<file path="src/rtl/bqen_pkg.sv">
// Shared constants, types and helper functions of the bit-quad Euler number block.
package bqen_pkg;

	localparam int MAX_WIDTH  = 1024;
	localparam int MAX_HEIGHT = 1024;

	localparam int SIZE_W  = 11;
	localparam int CNT_W   = 21;
	localparam int EULER_W = 19;
	localparam int DIFF_W  = CNT_W + 3;
	localparam int QUO_W   = DIFF_W - 2;

	localparam int COL_W  = $clog2(MAX_WIDTH);
	localparam int ROW_W  = $clog2(MAX_HEIGHT);
	localparam int WDIM_W = $clog2(MAX_WIDTH + 1);
	localparam int HDIM_W = $clog2(MAX_HEIGHT + 1);

	localparam int EULER_HI = (1 << (EULER_W - 1)) - 1;
	localparam int EULER_LO = -(1 << (EULER_W - 1));

	typedef enum logic [0:0] {
		REG_IMAGE_WIDTH  = 1'b0,
		REG_IMAGE_HEIGHT = 1'b1
	} cfg_reg_t;

	typedef struct packed {
		logic one;
		logic three;
		logic diag;
	} quad_class_t;

	typedef struct packed {
		logic             en;
		logic [COL_W-1:0] addr;
		logic             data;
	} line_wr_t;

	// a b on the top row, c d on the bottom row
	function automatic quad_class_t classify(logic a, logic b, logic c, logic d);
		quad_class_t qc;
		logic [2:0]  n;
		n        = 3'(a) + 3'(b) + 3'(c) + 3'(d);
		qc.one   = (n == 3'd1);
		qc.three = (n == 3'd3);
		qc.diag  = (a & d & ~b & ~c) | (b & c & ~a & ~d);
		return qc;
	endfunction

	function automatic logic [CNT_W-1:0] sat_add(logic [CNT_W-1:0] cnt, logic [2:0] inc);
		logic [CNT_W:0] sum;
		sum = (CNT_W + 1)'(cnt) + (CNT_W + 1)'(inc);
		return sum[CNT_W] ? {CNT_W{1'b1}} : sum[CNT_W-1:0];
	endfunction

	function automatic logic [WDIM_W-1:0] clamp_width(logic [SIZE_W-1:0] v);
		if (v == '0)
			return WDIM_W'(1);
		else if (32'(v) > MAX_WIDTH)
			return WDIM_W'(MAX_WIDTH);
		else
			return WDIM_W'(v);
	endfunction

	function automatic logic [HDIM_W-1:0] clamp_height(logic [SIZE_W-1:0] v);
		if (v == '0)
			return HDIM_W'(1);
		else if (32'(v) > MAX_HEIGHT)
			return HDIM_W'(MAX_HEIGHT);
		else
			return HDIM_W'(v);
	endfunction

	// (q1 - q3 - 2*qd) / 4, truncated toward zero, saturated to the output range
	function automatic logic signed [EULER_W-1:0] euler_of(logic [CNT_W-1:0] q1,
			logic [CNT_W-1:0] q3, logic [CNT_W-1:0] qd);
		logic signed [DIFF_W-1:0] diff;
		logic signed [DIFF_W-1:0] adj;
		logic signed [QUO_W-1:0]  quo;
		diff = $signed({3'b000, q1}) - $signed({3'b000, q3}) - $signed({2'b00, qd, 1'b0});
		adj  = diff[DIFF_W-1] ? diff + DIFF_W'(3) : diff;
		quo  = adj[DIFF_W-1:2];
		if (quo > QUO_W'(EULER_HI))
			return EULER_W'(EULER_HI);
		else if (quo < QUO_W'(EULER_LO))
			return EULER_W'(EULER_LO);
		else
			return quo[EULER_W-1:0];
	endfunction

endpackage

</file>
<file path="src/rtl/bqen_if.sv">
// Handshake channel interfaces: pixel stream, result stream and configuration writes.
interface bqen_pix_if;
	logic valid;
	logic ready;
	logic object_pixel;

	modport source(output valid, output object_pixel, input ready);
	modport sink(input valid, input object_pixel, output ready);
endinterface

interface bqen_res_if;
	logic                                     valid;
	logic                                     ready;
	logic signed [bqen_pkg::EULER_W-1:0]      euler_number;
	logic        [bqen_pkg::CNT_W-1:0]        quad_one_count;
	logic        [bqen_pkg::CNT_W-1:0]        quad_three_count;
	logic        [bqen_pkg::CNT_W-1:0]        quad_diag_count;

	modport source(output valid, output euler_number, output quad_one_count,
		output quad_three_count, output quad_diag_count, input ready);
	modport sink(input valid, input euler_number, input quad_one_count,
		input quad_three_count, input quad_diag_count, output ready);
endinterface

interface bqen_cfg_if;
	logic                          valid;
	logic                          ready;
	bqen_pkg::cfg_reg_t            index;
	logic [bqen_pkg::SIZE_W-1:0]   data;

	modport source(output valid, output index, output data, input ready);
	modport sink(input valid, input index, input data, output ready);
endinterface

</file>
<file path="src/rtl/bqen_line_buf.sv">
// One-row line buffer with registered read and write-to-read bypass.
module bqen_line_buf (
	input  logic                         clk,
	input  logic [bqen_pkg::COL_W-1:0]   rd_addr,
	input  bqen_pkg::line_wr_t           wr,
	output logic                         rd_data
);

	logic mem [bqen_pkg::MAX_WIDTH];
	logic rd_q;

	always_ff @(posedge clk) begin
		if (wr.en)
			mem[wr.addr] <= wr.data;
	end

	// forward the bit being written when the next read hits the same column
	always_ff @(posedge clk) begin
		if (wr.en && wr.addr == rd_addr)
			rd_q <= wr.data;
		else
			rd_q <= mem[rd_addr];
	end

	assign rd_data = rd_q;

endmodule

</file>
<file path="src/rtl/bit_quad_euler_number.sv">
// Bit-quad Euler number (8-connected) of a streamed binary frame: top level.
//
// Pixels enter in raster order, one per cycle, and a pixel is taken in the cycle it is offered
// unless the result path is full. Each pixel closes up to four 2x2 quads of the zero-padded
// frame; the quad counts update in the cycle of the transfer. After the last pixel of a frame
// one result leaves: a first register latches the final counts, and the output register then
// takes the Euler number formed from them once it is free. Pixel ready drops
// only while two finished results are waiting, which happens when the consumer holds back one
// result until the next frame has also ended. The row above comes from a line buffer of
// MAX_WIDTH bits whose read for the next column is issued with each transfer; reads on the first
// row are masked, so no reset sweep of the buffer is needed. Frame size writes (0 acts as 1, values
// above the maximum act as the maximum) belong between frames.
module bit_quad_euler_number (
	input  logic               clk,
	input  logic               arst_n,
	bqen_cfg_if.sink           cfg,
	bqen_pix_if.sink           pixel,
	bqen_res_if.source         result
);

	logic [bqen_pkg::WDIM_W-1:0] width_q;
	logic [bqen_pkg::HDIM_W-1:0] height_q;
	logic [bqen_pkg::COL_W-1:0]  col_q;
	logic [bqen_pkg::ROW_W-1:0]  row_q;
	logic                        left_q;
	logic                        uleft_q;
	logic [bqen_pkg::CNT_W-1:0]  one_q;
	logic [bqen_pkg::CNT_W-1:0]  three_q;
	logic [bqen_pkg::CNT_W-1:0]  diag_q;

	logic                        res_valid_s1;
	logic [bqen_pkg::CNT_W-1:0]  res_one_s1;
	logic [bqen_pkg::CNT_W-1:0]  res_three_s1;
	logic [bqen_pkg::CNT_W-1:0]  res_diag_s1;

	logic                                out_valid_q;
	logic signed [bqen_pkg::EULER_W-1:0] out_euler_q;
	logic [bqen_pkg::CNT_W-1:0]          out_one_q;
	logic [bqen_pkg::CNT_W-1:0]          out_three_q;
	logic [bqen_pkg::CNT_W-1:0]          out_diag_q;

	logic                        accept;
	logic                        p;
	logic                        up_raw;
	logic                        up;
	logic                        ul;
	logic                        lf;
	logic                        first_col;
	logic                        last_col;
	logic                        last_row;
	logic                        frame_end;
	logic                        out_free;
	logic [bqen_pkg::COL_W-1:0]  col_next;
	logic [bqen_pkg::COL_W-1:0]  rd_addr;
	bqen_pkg::line_wr_t          line_wr;
	bqen_pkg::quad_class_t       qc_main;
	bqen_pkg::quad_class_t       qc_right;
	bqen_pkg::quad_class_t       qc_below;
	bqen_pkg::quad_class_t       qc_corner;
	logic [2:0]                  inc_one;
	logic [2:0]                  inc_three;
	logic [2:0]                  inc_diag;
	logic [bqen_pkg::CNT_W-1:0]  one_next;
	logic [bqen_pkg::CNT_W-1:0]  three_next;
	logic [bqen_pkg::CNT_W-1:0]  diag_next;

	assign cfg.ready   = 1'b1;
	assign pixel.ready = !(res_valid_s1 && out_valid_q);
	assign accept      = pixel.valid && pixel.ready;
	assign p           = pixel.object_pixel;

	assign first_col = (col_q == '0);
	assign last_col  = (bqen_pkg::WDIM_W'(col_q) + bqen_pkg::WDIM_W'(1)) >= width_q;
	assign last_row  = (bqen_pkg::HDIM_W'(row_q) + bqen_pkg::HDIM_W'(1)) >= height_q;
	assign frame_end = last_col && last_row;

	// zero border: no row above on the first row, no left neighbors on the first column
	assign up = up_raw && (row_q != '0);
	assign ul = uleft_q && !first_col;
	assign lf = left_q && !first_col;

	assign col_next = last_col ? '0 : col_q + bqen_pkg::COL_W'(1);
	assign rd_addr  = accept ? col_next : col_q;

	assign line_wr.en   = accept;
	assign line_wr.addr = col_q;
	assign line_wr.data = p;

	bqen_line_buf u_line_buf (
		.clk     (clk),
		.rd_addr (rd_addr),
		.wr      (line_wr),
		.rd_data (up_raw)
	);

	// quads off the right edge or below the bottom edge are gated to all zeros when not closing
	assign qc_main   = bqen_pkg::classify(ul, up, lf, p);
	assign qc_right  = bqen_pkg::classify(up & last_col, 1'b0, p & last_col, 1'b0);
	assign qc_below  = bqen_pkg::classify(lf & last_row, p & last_row, 1'b0, 1'b0);
	assign qc_corner = bqen_pkg::classify(p & frame_end, 1'b0, 1'b0, 1'b0);

	assign inc_one   = 3'(qc_main.one) + 3'(qc_right.one) + 3'(qc_below.one)
		+ 3'(qc_corner.one);
	assign inc_three = 3'(qc_main.three) + 3'(qc_right.three) + 3'(qc_below.three)
		+ 3'(qc_corner.three);
	assign inc_diag  = 3'(qc_main.diag) + 3'(qc_right.diag) + 3'(qc_below.diag)
		+ 3'(qc_corner.diag);

	assign one_next   = bqen_pkg::sat_add(one_q, inc_one);
	assign three_next = bqen_pkg::sat_add(three_q, inc_three);
	assign diag_next  = bqen_pkg::sat_add(diag_q, inc_diag);

	assign out_free = !out_valid_q || result.ready;

	always_ff @(posedge clk or negedge arst_n) begin
		if (!arst_n) begin
			width_q      <= bqen_pkg::clamp_width(bqen_pkg::SIZE_W'(1024));
			height_q     <= bqen_pkg::clamp_height(bqen_pkg::SIZE_W'(1024));
			col_q        <= '0;
			row_q        <= '0;
			left_q       <= 1'b0;
			uleft_q      <= 1'b0;
			one_q        <= '0;
			three_q      <= '0;
			diag_q       <= '0;
			res_valid_s1 <= 1'b0;
			out_valid_q  <= 1'b0;
		end else begin
			if (cfg.valid && cfg.ready) begin
				case (cfg.index)
					bqen_pkg::REG_IMAGE_WIDTH:  width_q  <= bqen_pkg::clamp_width(cfg.data);
					bqen_pkg::REG_IMAGE_HEIGHT: height_q <= bqen_pkg::clamp_height(cfg.data);
					default: ;
				endcase
			end

			if (accept) begin
				col_q <= col_next;
				if (frame_end) begin
					row_q   <= '0;
					left_q  <= 1'b0;
					uleft_q <= 1'b0;
					one_q   <= '0;
					three_q <= '0;
					diag_q  <= '0;
				end else begin
					if (last_col)
						row_q <= row_q + bqen_pkg::ROW_W'(1);
					left_q  <= p;
					uleft_q <= up;
					one_q   <= one_next;
					three_q <= three_next;
					diag_q  <= diag_next;
				end
			end

			// drain the latched counts into the output stage, refill on a frame end
			if (accept && frame_end)
				res_valid_s1 <= 1'b1;
			else if (out_free)
				res_valid_s1 <= 1'b0;

			if (out_free)
				out_valid_q <= res_valid_s1;
		end
	end

	always_ff @(posedge clk) begin
		if (accept && frame_end) begin
			res_one_s1   <= one_next;
			res_three_s1 <= three_next;
			res_diag_s1  <= diag_next;
		end
		if (out_free && res_valid_s1) begin
			out_euler_q <= bqen_pkg::euler_of(res_one_s1, res_three_s1, res_diag_s1);
			out_one_q   <= res_one_s1;
			out_three_q <= res_three_s1;
			out_diag_q  <= res_diag_s1;
		end
	end

	assign result.valid            = out_valid_q;
	assign result.euler_number     = out_euler_q;
	assign result.quad_one_count   = out_one_q;
	assign result.quad_three_count = out_three_q;
	assign result.quad_diag_count  = out_diag_q;

endmodule
</file>
<file path="src/flat_wrapper.sv">
// flat-port wrapper written by rule: the top's interface ports become plain ports
module bit_quad_euler_number_flat 
  (clk, arst_n, cfg_valid, cfg_index, cfg_data, cfg_ready, pixel_valid, pixel_object_pixel, pixel_ready, result_valid, result_euler_number, result_quad_one_count, result_quad_three_count, result_quad_diag_count, result_ready);
  bqen_cfg_if cfg_i ();
  bqen_pix_if pixel_i ();
  bqen_res_if result_i ();
  input  logic clk;
  input  logic arst_n;
  input wire logic [$bits(cfg_i.valid)-1:0] cfg_valid;
  input wire logic [$bits(cfg_i.index)-1:0] cfg_index;
  input wire logic [$bits(cfg_i.data)-1:0] cfg_data;
  output wire logic [$bits(cfg_i.ready)-1:0] cfg_ready;
  input wire logic [$bits(pixel_i.valid)-1:0] pixel_valid;
  input wire logic [$bits(pixel_i.object_pixel)-1:0] pixel_object_pixel;
  output wire logic [$bits(pixel_i.ready)-1:0] pixel_ready;
  output wire logic [$bits(result_i.valid)-1:0] result_valid;
  output wire logic [$bits(result_i.euler_number)-1:0] result_euler_number;
  output wire logic [$bits(result_i.quad_one_count)-1:0] result_quad_one_count;
  output wire logic [$bits(result_i.quad_three_count)-1:0] result_quad_three_count;
  output wire logic [$bits(result_i.quad_diag_count)-1:0] result_quad_diag_count;
  input wire logic [$bits(result_i.ready)-1:0] result_ready;
  assign cfg_i.valid = cfg_valid;
  assign cfg_i.index = cfg_index;
  assign cfg_i.data = cfg_data;
  assign cfg_ready = cfg_i.ready;
  assign pixel_i.valid = pixel_valid;
  assign pixel_i.object_pixel = pixel_object_pixel;
  assign pixel_ready = pixel_i.ready;
  assign result_valid = result_i.valid;
  assign result_euler_number = result_i.euler_number;
  assign result_quad_one_count = result_i.quad_one_count;
  assign result_quad_three_count = result_i.quad_three_count;
  assign result_quad_diag_count = result_i.quad_diag_count;
  assign result_i.ready = result_ready;
  bit_quad_euler_number u_core (.clk(clk), .arst_n(arst_n), .cfg(cfg_i), .pixel(pixel_i), .result(result_i));
endmodule
</file>
<file path="config.mk">
export PLATFORM = sky130hd
export DESIGN_NAME = bit_quad_euler_number_flat
export DESIGN_NICKNAME = d
export VERILOG_FILES = /design/src/rtl/bqen_pkg.sv /design/src/rtl/bqen_if.sv /design/src/rtl/bqen_line_buf.sv /design/src/rtl/bit_quad_euler_number.sv /design/src/flat_wrapper.sv
export SDC_FILE = /design/constraint.sdc
export NUM_CORES = 2
export LEC_CHECK = 0
export BUFFER_PORTS_ARGS = -buffer_cell sky130_fd_sc_hd__buf_2
export CORE_MARGIN = 2
export CORE_UTILIZATION = 30
export DETAILED_ROUTE_END_ITERATION = 8
export PLACE_DENSITY_LB_ADDON = 0.2
export SYNTH_ARGS = -nofsm -noshare
export SYNTH_HDL_FRONTEND = slang
export SYNTH_SLANG_ARGS = --single-unit
</file>
<file path="constraint.sdc">
create_clock -name clk -period 7.8 [get_ports clk]
set_clock_uncertainty 0.15 [all_clocks]
set_input_delay 0.39 -clock clk [delete_from_list [all_inputs] [get_ports clk]]
set_output_delay 0.39 -clock clk [all_outputs]
set_load 0.03 [all_outputs]
</file>
[Word level (Yosys, flattened, before mapping)]
Memories as Yosys holds them, arrays and structs flattened. A register that Yosys moved wholly into a read port is not among the register bits.
Cells that the tools add are included.
Storage, ports and cells
  memory bits (writable): 1024
  register bits: 254
  output and inout port bits: 85
  bits in latches: 0
  memories kept: 1
  memory bits (read-only): 0
Memory list
  u_core.u_line_buf.mem: words 1024, width 1, rd ports 1, clocked after memory_dff 1, wr ports 1, RTL line bqen_line_buf.sv:9  | logic mem [bqen_pkg::MAX_WIDTH];
Cells by class
  muxes and demuxes: 20
  equality and inequality tests: 6
  order comparisons: 5
  add/sub/neg operators: 20
  multiply operators: 0
  bitwise gates (word level): 17
  shift-type cells: 0
  divide/modulo/power cells: 0
  reductions and logical operators: 20
Operators with widths (count)
  2-to-1 mux 21 bit: 6
  adder 21 x 3 -> 22 bit: 2
  2-to-1 mux 10 bit: 4
  adder 24 x 3 -> 24 bit, second input constant: 1
  2-to-1 mux 24 bit: 1
  subtractor 24 x 23 -> 24 bit: 1
  adder 10 x 1 -> 11 bit, second input constant: 2
  adder 21 x 1 -> 22 bit: 1
  >= comparator 11 bit: 2
  greater-than comparator 22 x 19 -> 1 bit, second input constant: 1
  < comparator 22 x 19 -> 1 bit, second input constant: 1
  2-to-1 mux 11 bit: 2
  subtractor 21 x 21 -> 22 bit: 1
  adder 10 x 1 -> 10 bit, second input constant: 2
  2-to-1 mux 19 bit: 1
  adder 3 x 1 -> 3 bit: 5
  AND 1 bit: 11
  greater-than comparator 11 bit, second input constant: 1
  logical NOT 11 bit: 1
  adder 1 x 1 -> 2 bit: 5
  logical NOT 10 bit: 1
  nonzero test 10 bit: 1
  equality test 3 x 1 -> 1 bit, second input constant: 3
  equality test 3 x 2 -> 1 bit, second input constant: 3
  other kinds (8): 29

[Logic depth before layout (Yosys ltp)]
  depth after elaboration: 13
  depth in mapped cells: 36
  mapped depth without buffers: 30

[Cells and area by module]
From an unflattened synthesis, not the netlist that was laid out.
Second synthesis, totals
  cells, all modules: 4509
  area total of the unflattened synthesis: 59259.3 um^2
By module, submodules not included
  bqen_line_buf: sequential area each 30949.7 um^2, times used 1, area each 44836.8 um^2, cells each 3121
  bit_quad_euler_number: sequential area each 7084.3 um^2, times used 1, area each 14422.6 um^2, cells each 1388

[Worst setup path after synthesis]
Ideal clock, no wire load.
  kind: register to register
  start: register with a tool-made name
  end: register u_core.res_one_s1[10] (netlist bit) (data pin)
  cell stages (with the launch flop): 34
  arrival: 6.834 ns
  clock period less this slack: 7.251 ns
  setup slack: 0.549 ns
  library setup time: 0.268 ns
  cells stage by stage: dfxtp_1 buf_6 buf_6 buf_6 buf_6 buf_6 mux4_2 o22ai_1 o21ai_0 a222oi_1 nand4_1 nand4_1 o211a_4 inv_1 ha_1 inv_1 fa_1 inv_1 ha_1 nor3_1 ha_1 fa_1 ha_1 ha_1 a21o_1 a21o_1 and4_1 and2_1 nand2_1 or3_1 clkbuf_1 clkbuf_1 buf_1 nand2_1
RTL lines
  end signal, assigned: RTL line bit_quad_euler_number.sv:170  | res_one_s1 <= one_next;
  end, declared: RTL line bit_quad_euler_number.sv:32  | logic [bqen_pkg::CNT_W-1:0] res_one_s1;

==> impl_metrics.ini <==
[synthesis]
yosys-top-cells-area = edfxtp_1, mux4_2, nor2_1, dfrtp_1, nand2_1
synth_cell_type_count = 97
yosysTopAreaCellShare = 0.595
ys_ff_latch = 1288
synth_top_area_cell = edfxtp_1
yosysMostFrequentCell = edfxtp_1
synth_flop_cell = edfxtp_1
post_synth_inst_count = 4439
synth_common_cells = edfxtp_1, nor2_1, nand2_1, mux4_2, clkbuf_1
syn_area_sq_um = 59000
syn_nets = 4552
yosysWarningCount = 0
ys_seq_area_frac = 0.645
synth_edf_count = 1169
synth-async-reset-ratio = 0.0846
syn_avg_cell_area_sq_um = 13.3

[floorplan]
coreArea_sq_um = 195000
rows = 162
die-area_sq_um = 200000
die_w_um = 447
start_util = 0.302
io_pins = 103
die_y_um = 447

[routing]
wl_um = 174000
drc = 0
drtPass1Iterations = 5
drt.antenna.violating_nets = 0
drtIter0Drc = 3723
viasPerCell = 5.00
via_count = 36500
wl_per_cell_um = 23.9

[global_route]
grt_pass1_wl_um = 256000
overflow = 0
grtUsageTotal = 0.173
antenna_found_initial = 4
grt_pass1_vias = 36700
grt_start_max_net_pins = 258

[clock_tree]
cts_tree = done
htree_levels = 4
cts_num_sinks = 1288
path_clk_slew_ps = 60
cts_made_buffers = 148
root_buffer = clkbuf_16
clockBufferDepth = 3
clk-insertion-delay-late_ps = 790

[placement]
dp_cells = 6996
numPortBuffers = 101
hpwl_um = 100000
gp_congestion = 0.770
place_ws_ps = 186

[final_layout]
drive_gt1_frac = 0.179
top_register = u_core.u_line_buf.mem
fin_util = 0.348
largest_reg_flops = 1024
final_cells = 7288
nets = 4664
fill_cells = 19200
syn2layout_area_growth_pct = 15.2

[power]
p_leak_nw = 22.3
vdd_ir_drop_max_uv = 159
powerDensity_nw_per_um2 = 289

[timing]
maxSlewViolCount = 0
setup_ws_ps = 317
fin_crit_ps = 7480
timing.hold.ws_ps = 75.5
relSlewSlack = 0.137
finalSetupTns_ps = 0
fmax_ghz = 0.134
fin_crit_sh = 0.959
hold_viol_final = 0
setup_viol = 0
rsz0062_at_grt = false
worst_pin_slew_ps = 1280

[worst_setup_path]
cp-end-kind = register
required_ps = 8350
cp_max_fo = 24
crit_arrival_ps = 8030
critPathKind = reg2reg
crit_path_start_kind = register
cp_slowest_cell = mux4_2
critPathMostFrequentCell = ha_1
critical-path-max-stage-delay_ps = 540

[outcome]
outcome = finished, final reports clean

[min_path]
min-delay-path-class = in2reg
hold_start = pixel_valid

[job]
drv_cap = 0
worst paths after layout:
check / slack [ps] / end / cells after the start
worst max register to register: 320 / u_core.one_q[8] / 32
worst min-delay path: 80 / u_core.uleft_q / 3
min in group asynchronous: 150 / u_core.height_q[9] / 2
worst min register to register: 310 / u_core.result.quad_three_count[9] / 0
worst max-delay path: 320 / u_core.one_q[8] / 32
max in group asynchronous: 6100 / u_core.diag_q[0] / 3
report_power, final:
group          switching [W]  internal [W]  total (W)
combinational        0.00289       0.00218    0.00507
clock                0.00292       0.00380    0.00672
sequential          0.000160       0.00766    0.00782
repair_timing:
item | in CTS | in global routing
hold buffers | 22 | 0
setup endpoints to repair | 0 | 25
endpoints found under the hold margin | 133 | 0
buffers inserted | 0 | 7
resized for setup | 0 | 15
logic make-up (layout without fill, tap and decap cells):
logic type / count (synthesis) / in the layout / synth area share
flip-flops: 1288 / 1288 / 0.645
AO/OA/AOI/OAI: 469 / 469 / 0.0519
XOR/XNOR: 104 / 104 / 0.0154
multiplexers: 330 / 330 / 0.112
adder cells (fa/ha/maj): 95 / 95 / 0.0210
other: 1 / 4 / 0.0000636
AND/OR/NAND/NOR: 1700 / 1700 / 0.120
buffers and inverters: 452 / 674 / 0.0353
metrics by stage:
stage	cell area (sq um)	total power, W
finish	67900	0.0196
global route	67900	0.0204
CTS	67800	0.0198
detailed placement	62900	0.0130
global placement	62900	0.0130
floorplan	59000	0.0111
layout by cell type, fill, tap and decap left out, drive strengths merged, types with 7 or more instances in the layout:
master	Yosys	final
edfxtp	1169	1169
nor2	1132	1132
nand2	300	300
buf	120	289
mux4	256	256
o21ai	199	199
clkbuf	229	191
dfrtp	107	107
inv	103	106
ha	88	88
a21oi	77	77
xnor2	63	63
nand3	62	62
mux2i	61	61
clkinv	0	54
xor2	41	41
nand2b	33	33
and3	32	32
a221oi	26	26
o22ai	25	25
and2	25	25
nor3	23	23
dlygate4sd3	0	22
nand4	22	22
a21o	21	21
a31oi	17	17
nor2b	16	16
mux2	13	13
nor3b	12	12
o21a	10	10
nor4	10	10
dfxtp	10	10
o221ai	9	9
o22a	9	9
o31ai	9	9
o211ai	8	8
fa	7	7
critical path: cells and delay by family, from the launching register on:
| family | cells | cell delay [ps] |
|---|---|---|
| buffers and inverters | 9 | 1180 |
| and+or+nand+nor | 7 | 1310 |
| AOI/OAI and AO/OA | 8 | 1540 |
| adders and majority gates | 7 | 2170 |
| DFF | 1 | 480 |
| muxes | 1 | 540 |
layer usage:
| layer | track usage | wire length (um) | part of all wire | vias up |
|---|---|---|---|---|
| li1 | - | - | - | 16400 |
| met1 | 0.239 | 78200 | 0.45 | 19000 |
| met2 | 0.285 | 84300 | 0.48 | 877 |
| met3 | 0.0246 | 7790 | 0.045 | 227 |
| met4 | 0.0479 | 4100 | 0.024 | 0 |
| met5 | 0 | 0 | 0 | - |
cell type report:
class	instances	area, sq um	share of cell area
timing repair buffer	311	2480	0.0366
antenna	3	7.51	0.000111
clock buffer	191	3970	0.0584
sequential	1288	38000	0.560
tap	2624	3280	0.0483
inverter	103	387	0.00569
clock inverter	69	659	0.00971
multi-input combinational	2699	19100	0.281
Power figures use the tool's default switching activity.
